## config.mk

```make
export PLATFORM = sky130hd
export DESIGN_NAME = integer_to_ascii_formatter
export DESIGN_NICKNAME = d
export VERILOG_FILES = /design/src/design/itaf_pkg.sv /design/src/design/integer_to_ascii_formatter.sv
export SDC_FILE = /design/constraint.sdc
export NUM_CORES = 1
export LEC_CHECK = 0
export ABC_AREA = 1
export BUFFER_PORTS_ARGS = -buffer_cell sky130_fd_sc_hd__buf_2
export CELL_PAD_IN_SITES_DETAIL_PLACEMENT = 2
export CELL_PAD_IN_SITES_GLOBAL_PLACEMENT = 2
export CORE_ASPECT_RATIO = 1.4
export CORE_MARGIN = 2
export CORE_UTILIZATION = 30
export DETAILED_ROUTE_END_ITERATION = 8
export GPL_ROUTABILITY_DRIVEN = 0
export PLACE_DENSITY = 0.83
export SLEW_MARGIN = 10
export SYNTH_ARGS = -nofsm -noshare
export SYNTH_HDL_FRONTEND = slang
export SYNTH_SLANG_ARGS = --single-unit
```

## constraint.sdc

```tcl
create_clock -name i_clk -period 3.86 [get_ports i_clk]
set_clock_uncertainty 0.2 [all_clocks]
set_input_delay 0.772 -clock i_clk [delete_from_list [all_inputs] [get_ports i_clk]]
set_output_delay 0.772 -clock i_clk [all_outputs]
set_load 0.01 [all_outputs]
```

## src/design/itaf_pkg.sv

```systemverilog
// Package for the integer-to-ASCII formatter: request/result structs, state
// and conversion-code enums, ASCII constants and the digit-to-character map.
// No dependencies.
package itaf_pkg;

    typedef enum logic [1:0] {
        REQ_SDEC = 2'd0,
        REQ_UDEC = 2'd1,
        REQ_HEX  = 2'd2,
        REQ_PTR  = 2'd3
    } t_req_type;

    typedef enum logic [1:0] {
        ST_IDLE,
        ST_CONV,
        ST_PFX,
        ST_EMIT
    } t_state;

    typedef struct packed {
        logic [31:0] value;
        t_req_type   req_type;
    } t_req;

    typedef struct packed {
        logic [7:0] char_code;
        logic       last_char;
    } t_res;

    localparam logic [7:0] CH_ZERO  = 8'h30;
    localparam logic [7:0] CH_NINE  = 8'h39;
    localparam logic [7:0] CH_LOW_A = 8'h61;
    localparam logic [7:0] CH_LOW_F = 8'h66;
    localparam logic [7:0] CH_MINUS = 8'h2d;
    localparam logic [7:0] CH_LOW_X = 8'h78;

    localparam int unsigned NUM_DEC_DIGITS = 10;
    localparam int unsigned NUM_HEX_DIGITS = 8;
    localparam int unsigned PTR_MIN_DIGITS = 8;

    // Map one digit (0..15) to its lowercase ASCII character.
    function automatic logic [7:0] digit_char(input logic [3:0] d);
        logic [7:0] ch;
        if (d < 4'd10) begin
            ch = CH_ZERO + {4'd0, d};
        end else begin
            ch = CH_LOW_A + {4'd0, d} - 8'd10;
        end
        return ch;
    endfunction

endpackage

```

## src/design/integer_to_ascii_formatter.sv

```systemverilog
// Integer-to-ASCII formatter top level: bit-serial binary-to-BCD conversion
// and a nibble-serial character emitter. Depends on itaf_pkg.
//
// Usage: raise start with a request on i_req while busy is low; the request is
// taken at that edge. Characters then appear one per strobe on o_res, most
// significant first, with last_char set on the final one; the receiver cannot
// stall and must take each character in the cycle it is shown. A request keeps
// the block busy for a span set by the shift-add-3 loop for decimal and by
// the digit shift register for all codes: decimal runs 32 conversion steps,
// one input bit each, then 10 digit slots; hex runs one nibble slot for each of
// its 8 digits; pointer runs the "x" slot plus 8 nibble slots. The first
// character ('-' or '0' of "0x") leaves with the accept edge. Suppressed
// leading zeros take a slot but no strobe. A new request may be given in the
// cycle that shows the last character.
module integer_to_ascii_formatter (
    input  logic          i_clk,
    input  logic          i_rst_n,
    input  logic          start,
    input  itaf_pkg::t_req i_req,
    output logic          busy,
    output logic          o_strobe,
    output itaf_pkg::t_res o_res
);

    // Control state
    itaf_pkg::t_state r_state, n_state;
    logic [4:0]       r_bitcnt, n_bitcnt;  // conversion steps left minus one
    logic [3:0]       r_cnt, n_cnt;        // digit slots left
    logic [3:0]       r_min, n_min;        // slots that always print
    logic             r_started, n_started;
    logic             r_strobe, n_strobe;

    // Datapath
    logic [31:0]      r_bin, n_bin;        // binary shift register, MSB out
    logic [39:0]      r_dig, n_dig;        // digit shift register, top digit out
    itaf_pkg::t_res   r_res, n_res;

    logic [3:0]       w_top;
    logic [39:0]      w_adj;
    logic [31:0]      w_mag;

    assign w_top = r_dig[39:36];
    assign w_mag = 32'd0 - i_req.value;

    always_comb begin
        // Add 3 to every BCD digit of 5 or more before the next shift.
        for (int k = 0; k < 10; k++) begin
            if (r_dig[4*k +: 4] >= 4'd5) begin
                w_adj[4*k +: 4] = r_dig[4*k +: 4] + 4'd3;
            end else begin
                w_adj[4*k +: 4] = r_dig[4*k +: 4];
            end
        end
    end

    always_comb begin
        n_state   = r_state;
        n_bitcnt  = r_bitcnt;
        n_cnt     = r_cnt;
        n_min     = r_min;
        n_started = r_started;
        n_bin     = r_bin;
        n_dig     = r_dig;
        n_strobe  = 1'b0;
        n_res     = r_res;

        unique case (r_state)
            itaf_pkg::ST_IDLE: begin
                if (start) begin
                    n_started = 1'b0;
                    n_bitcnt  = 5'd31;
                    n_dig     = '0;
                    n_min     = 4'd1;
                    unique case (i_req.req_type)
                        itaf_pkg::REQ_SDEC: begin
                            n_state = itaf_pkg::ST_CONV;
                            if (i_req.value[31]) begin
                                // Emit the sign now, convert the magnitude.
                                n_bin    = w_mag;
                                n_strobe = 1'b1;
                                n_res    = '{char_code: itaf_pkg::CH_MINUS, last_char: 1'b0};
                            end else begin
                                n_bin = i_req.value;
                            end
                        end
                        itaf_pkg::REQ_UDEC: begin
                            n_state = itaf_pkg::ST_CONV;
                            n_bin   = i_req.value;
                        end
                        itaf_pkg::REQ_HEX: begin
                            n_state = itaf_pkg::ST_EMIT;
                            n_dig   = {i_req.value, 8'h00};
                            n_cnt   = 4'(itaf_pkg::NUM_HEX_DIGITS);
                        end
                        itaf_pkg::REQ_PTR: begin
                            // Emit the '0' of the prefix, 'x' follows.
                            n_state  = itaf_pkg::ST_PFX;
                            n_dig    = {i_req.value, 8'h00};
                            n_cnt    = 4'(itaf_pkg::NUM_HEX_DIGITS);
                            n_min    = 4'(itaf_pkg::PTR_MIN_DIGITS);
                            n_strobe = 1'b1;
                            n_res    = '{char_code: itaf_pkg::CH_ZERO, last_char: 1'b0};
                        end
                        default: n_state = itaf_pkg::ST_IDLE;
                    endcase
                end
            end

            itaf_pkg::ST_CONV: begin
                // One shift-add-3 step per cycle, binary MSB into BCD LSB.
                n_dig    = {w_adj[38:0], r_bin[31]};
                n_bin    = {r_bin[30:0], 1'b0};
                n_bitcnt = r_bitcnt - 5'd1;
                if (r_bitcnt == 5'd0) begin
                    n_state = itaf_pkg::ST_EMIT;
                    n_cnt   = 4'(itaf_pkg::NUM_DEC_DIGITS);
                end
            end

            itaf_pkg::ST_PFX: begin
                n_state  = itaf_pkg::ST_EMIT;
                n_strobe = 1'b1;
                n_res    = '{char_code: itaf_pkg::CH_LOW_X, last_char: 1'b0};
            end

            itaf_pkg::ST_EMIT: begin
                // Drop leading zeros until a nonzero digit or the padding width.
                n_dig = {r_dig[35:0], 4'h0};
                n_cnt = r_cnt - 4'd1;
                if (r_started || (w_top != 4'h0) || (r_cnt <= r_min)) begin
                    n_started = 1'b1;
                    n_strobe  = 1'b1;
                    n_res     = '{char_code: itaf_pkg::digit_char(w_top),
                                  last_char: (r_cnt == 4'd1)};
                end
                if (r_cnt == 4'd1) begin
                    n_state = itaf_pkg::ST_IDLE;
                end
            end

            default: n_state = itaf_pkg::ST_IDLE;
        endcase
    end

    always_ff @(posedge i_clk) begin
        if (!i_rst_n) begin
            r_state   <= itaf_pkg::ST_IDLE;
            r_strobe  <= 1'b0;
            r_started <= 1'b0;
            r_bitcnt  <= '0;
            r_cnt     <= '0;
            r_min     <= 4'd1;
        end else begin
            r_state   <= n_state;
            r_strobe  <= n_strobe;
            r_started <= n_started;
            r_bitcnt  <= n_bitcnt;
            r_cnt     <= n_cnt;
            r_min     <= n_min;
        end
    end

    always_ff @(posedge i_clk) begin
        r_bin <= n_bin;
        r_dig <= n_dig;
        r_res <= n_res;
    end

    assign busy     = (r_state != itaf_pkg::ST_IDLE);
    assign o_strobe = r_strobe;
    assign o_res    = r_res;

endmodule

```

# Word-level counts from Yosys, hierarchy flattened
# Cells that the tools add are included.
dict set report word_totals {
  ff_bits 98
  input_bits 37
  wordCells 117
}
dict set report op_classes {
  addsub 16
  muxes 43
  eq_ne 15
  n_lt_le_gt_ge 12
  reduce_logical 21
}
# cell n
set ops {}
lappend ops {{32-bit one-hot mux with 2 select lines} 2}
lappend ops {{40-bit one-hot mux with 3 select lines} 1}
lappend ops {{40-bit two-way mux} 2}
lappend ops {{32-bit two-way mux} 2}
lappend ops {{4-bit two-way mux} 13}
lappend ops {{4-bit by 3-bit greater-or-equal comparator with 1-bit output (second input constant)} 10}
lappend ops {{4-bit by 2-bit adder with 4-bit output (second input constant)} 9}
lappend ops {{1-bit by 32-bit subtractor with 32-bit output (first input constant)} 1}
lappend ops {{9-bit two-way mux} 3}
lappend ops {{9-bit one-hot mux with 3 select lines} 1}
lappend ops {{9-bit one-hot mux with 2 select lines} 1}
lappend ops {{4-bit one-hot mux with 3 select lines} 1}
lappend ops {{2-bit inequality test (second input constant)} 5}
lappend ops {{5-bit one-hot mux with 2 select lines} 1}
lappend ops {{3-bit AND reduction} 3}
lappend ops {{7-bit by 4-bit adder with 8-bit output (first input constant)} 1}
lappend ops {{2-bit equality test (second input constant)} 4}
lappend ops {{8-bit two-way mux} 1}
lappend ops {{2-bit one-hot mux with 4 select lines} 1}
lappend ops {{8-bit by 4-bit subtractor with 8-bit output (second input constant)} 1}
lappend ops {{6-bit by 4-bit adder with 7-bit output (first input constant)} 1}
lappend ops {{2-bit two-way mux} 3}
lappend ops {{3-bit by 1-bit inequality test with 1-bit output (second input constant)} 2}
lappend ops {{2-bit one-hot mux with 3 select lines} 1}
lappend ops {{23 further kinds} 37}

# Logic depth before layout (Yosys ltp)
dict set report logic_depth {
  ltp_word 5
  mapped_depth 12
  ltp_nobuf 12
}

# Worst setup path before layout
# No wires, ideal clock.
dict set report synth_timing {
  path_kind {in2reg}
  start {input port i_req[0] (netlist bit)}
  end {register r_bin[0] (enable)}
  stages 4
  n_path_buf 0
  arrival_ps 3339
  required_time_ps 3194
  path_slack_ps -145
  cell_sequence {inv_1 > ha_1 > nor2_1 > o21ai_0}
}
dict set report synth_between {
  elab_chain_cells 3
}
# item line_no
set synth_rtl {}
lappend synth_rtl {{from (decl)} integer_to_ascii_formatter.sv:19} ;# input itaf_pkg::t_req i_req,
lappend synth_rtl {{2-bit by 1-bit equality test with 1-bit output or 2-bit zero test (tied branches)} integer_to_ascii_formatter.sv:74} ;# unique case (i_req.req_type)
lappend synth_rtl {{3-bit by 1-bit inequality test with 1-bit output (no source line) *} --}
lappend synth_rtl {{3-bit AND reduction (no source line) *} --}
lappend synth_rtl {{to (signal assigned)} integer_to_ascii_formatter.sv:164} ;# r_bin <= n_bin;
lappend synth_rtl {{to (decl)} integer_to_ascii_formatter.sv:34} ;# logic [31:0] r_bin, n_bin;
# Every way passes the cells marked *; elsewhere a longest branch is shown, timed or not.
# A chain may end at the register's enable or synchronous reset.

# Worst setup path after layout
dict set report layout_timing {
  start {register r_state[1]}
  end {register r_bin[5] (enable)}
}
dict set report layout_between {
  elab_chain_cells 3
}
# item line_no
set layout_rtl {}
lappend layout_rtl {{from (decl)} integer_to_ascii_formatter.sv:26} ;# itaf_pkg::t_state r_state, n_state;
lappend layout_rtl {{from (signal assigned)} integer_to_ascii_formatter.sv:147} ;# r_state <= itaf_pkg::ST_IDLE;
lappend layout_rtl {{from (signal assigned)} integer_to_ascii_formatter.sv:154} ;# r_state <= n_state;
lappend layout_rtl {{2-bit zero test or 2-bit by 1-bit equality test with 1-bit output (tied branches)} integer_to_ascii_formatter.sv:67} ;# unique case (r_state)
lappend layout_rtl {{3-bit by 1-bit inequality test with 1-bit output (no source line), or another cell as far along} --}
lappend layout_rtl {{3-bit AND reduction (no source line) *} --}
# Marked as above.

==> summary.md <==
| Metric | Value |
|---|---|
| Starting density of the core | `30.3%` |
| Synth async-reset ratio | `0%` |
| Outcome | `finished clean` |
| Worst Path Max Fanout | `53` |
| Leak | `3.05 nW` |
| RSZ-0062 raised after global routing | `false` |
| Row count | `63` |
| Worst min path class | `register to register` |
| Detail Placement HPWL | `14.9 mm` |
| Post-CTS Resized | `0` |
| DP Worst Slack | `1010 ps` |
| Final instance area | `7200 um2` |
| Largest net degree at the start of global routing | `54` |
| # IOs | `48` |
| WL met2 | `10.9 mm` |
| Mux cell area share after synthesis | `0%` |
| Met3 WL | `380 um` |
| Top Metal Used | `met4` |
| Yosys cell types | `41` |
| Synth Area in Simple Gates | `23.5%` |
| Filler cell count | `2449` |
| Synth Area in XOR/XNOR | `1.65%` |
| Largest family of logic cells by synthesized area | `simple AND/OR/NAND/NOR gates` |
| Final count of negative-setup-slack endpoints | `0` |
| Synth Area in Compound Gates | `16.6%` |
| Share of the yosys chip area belonging to registers | `42.5%` |
| Final worst path period share | `67.7%` |
| Inst Count DP | `1081` |
| Achievable clock frequency | `383 MHz` |
| Area contributors post-synth | `edfxtp_1 38%, nand2_1 9.0%, ha_1 7.5%` |
| Clock Path Buffers | `2` |
| Port bufs | `46` |
| Hold_sp | `r_started` |
| Critical Path RT | `3670 ps` |
| Pwr dens | `758 nW/um2` |
| Vias in the first global route | `6355` |
| Fraction of layout cells with a size suffix above 1 | `11.9%` |
| Die width | `127 um` |
| Slew Limit Fails | `0` |
| Ys Warns | `0` |
| Slew HR | `56.2%` |
| Syn nets | `869` |
| Crit. Startpoint | `r_state[1]` |
| CTS sink cnt | `95` |
| Max_cap viols | `0` |
| Startpoint Class | `register` |
| P&R area growth vs syn | `13.3%` |
| Wire length on met1 | `8.59 mm` |
| Hold WS | `269 ps` |
| Setup TNS | `0 ps` |
| Worst skew pair latency | `370 ps` |
| R2R Path Start | `r_state[1]` |
| Final worst path period need | `2610 ps` |
| Iter 0 DRT Violations | `222` |
| Worst reg2reg path depth | `6` |
| Average vias per placed instance | `5.28` |
| Antenna diode count | `0` |
| Synth top area share | `37.8%` |
| Worst Tran Pin Value | `657 ps` |
| Mapped Cells | `794` |
| Area of the core | `21000 um2` |
| Final hold violations | `0` |
| Clock Tree Root | `clkbuf_16` |
| Hold Crit Depth | `2` |
| DRC | `0` |
| CTS buffer count | `9` |
| Post CTS Setup Buffer Count | `0` |
| Nets@finish | `907` |
| Post-DR wirelength/cell | `18.5 um` |
| Synth Cell Area | `6350 um2` |
| Routed vias | `5791` |
| Die height | `176 um` |
| Worst Path Arrival | `2420 ps` |
| CP Class | `register to register` |
| Drt total wl | `20.3 mm` |
| Worst-path clk slew | `70 ps` |
| Number of enable flip-flop cells after synthesis | `80` |
| Die area | `22400 um2` |
| H-tree levels | `3` |
| Final worst slack | `1250 ps` |
| Hold-fix buffers, CTS | `0` |
| First-pass GRT wire length | `33.2 mm` |
| First-pass detailed-route iteration total | `6` |
| Post-Layout Cell Count | `1097` |
| Antenna violations before repair | `0` |
| Placed Area | `6850 um2` |
| Adder-Cell Fraction of Synth Area | `7.48%` |
| Setup crit end kind | `register` |
| Tot GR Track Use | `18.9%` |
| GRT overflow | `0` |
| Worst ir drop on vdd | `275 uV` |
| Avg Cell Area, Syn | `8.00 um2` |
| Post-synth top area cell | `edfxtp_1` |
| Antenna violation net count after detailed routing | `0` |
| FF+latch count, synth | `95` |
| CTS tree | `done` |
| Top FF cell, synth | `edfxtp_1` |
==> stage by stage <==
step	utilization, %	total power, mW
floorplan	-	3.63
global placement	32.7	4.30
detailed placement	32.7	4.42
CTS	34.3	5.53
global route	34.3	5.95
finish	34.3	5.46
==> worst max-delay path, cell delays in order (launching register included) <==
cell and delay [ps]:
dfxtp_1 330, inv_1 150, ha_2 240, buf_4 540, nand2_1 220, o21ai_4 90, buf_4 430
==> metal layers <==
metal	global-route usage [%]	vias up
met3	2.76	33
met1	21.8	2901
met5	0	-
li1	-	2784
met4	6.91	0
met2	35.3	73
==> final timing paths <==
| path | endpoint | slack [ps] |
|---|---|---|
| worst max-delay path | r_bin[5] | 1250 |
| worst min-delay path | r_started | 270 |
| worst max register to register | r_bin[5] | 1250 |
| worst min register to register | r_started | 270 |
==> registers in the layout (all words and copies together) (netlist names) <==
signal	flops
r_bitcnt	5
r_bin	32
o_res	8
r_min	2
o_strobe	1
r_cnt	4
r_state	2
r_dig	40
r_started	1
==> report_power, final <==
| group | switching [mW] | total, mW | leakage [nW] | internal (mW) |
|---|---|---|---|---|
| registers | 0.292 | 2.06 | 0.893 | 1.77 |
| logic | 1.59 | 2.33 | 2.00 | 0.740 |
| clock network | 0.438 | 1.07 | 0.158 | 0.635 |
==> cell usage in the layout (no fill, tap or decap), drive strengths merged, types with 12 or more instances in the layout <==
master / netlist / layout
buf: 13 / 51
o221ai: 21 / 21
xor2: 12 / 12
a21oi: 55 / 55
o21ai: 77 / 77
ha: 38 / 38
o211ai: 16 / 16
nor2: 80 / 80
dfxtp: 15 / 15
nand2: 159 / 159
nand3: 73 / 73
edfxtp: 80 / 80
inv: 105 / 105
==> cells in the mapped netlist (2+ instances only) <==
master,count
a21oi_1,55
a31oi_1,6
buf_2,9
buf_4,3
clkbuf_1,11
conb_1,2
dfxtp_1,15
edfxtp_1,80
ha_1,38
inv_1,98
inv_2,4
inv_4,3
nand2_1,153
nand2_2,4
nand2_4,2
nand3_1,72
nand3b_1,5
nand4_1,7
nor2_1,75
nor2_2,3
nor2_4,2
nor3_1,2
o211ai_1,16
o21ai_0,73
o21ai_2,3
o221ai_1,21
or2_2,7
xor2_1,12
==> final cells by class <==
class / instances / area [um2] / share of cell area [%]
Clock inverter: 7 / 121 / 1.69
Multi-Input combinational cell: 570 / 3150 / 43.8
Sequential cell: 95 / 2700 / 37.5
Clock buffer: 9 / 225 / 3.13
Timing Repair Buffer: 51 / 268 / 3.72
Tap cell: 260 / 325 / 4.52
Inverter: 105 / 402 / 5.58
==> logic make-up after synthesis <==
logic type,after synthesis
simple gates,338
compound gates,180
buf+inv,129
flops,95
fa+ha+maj,38
xor+xnor,12
other cells,2
No activity file was read; power rests on OpenSTA's default activity.
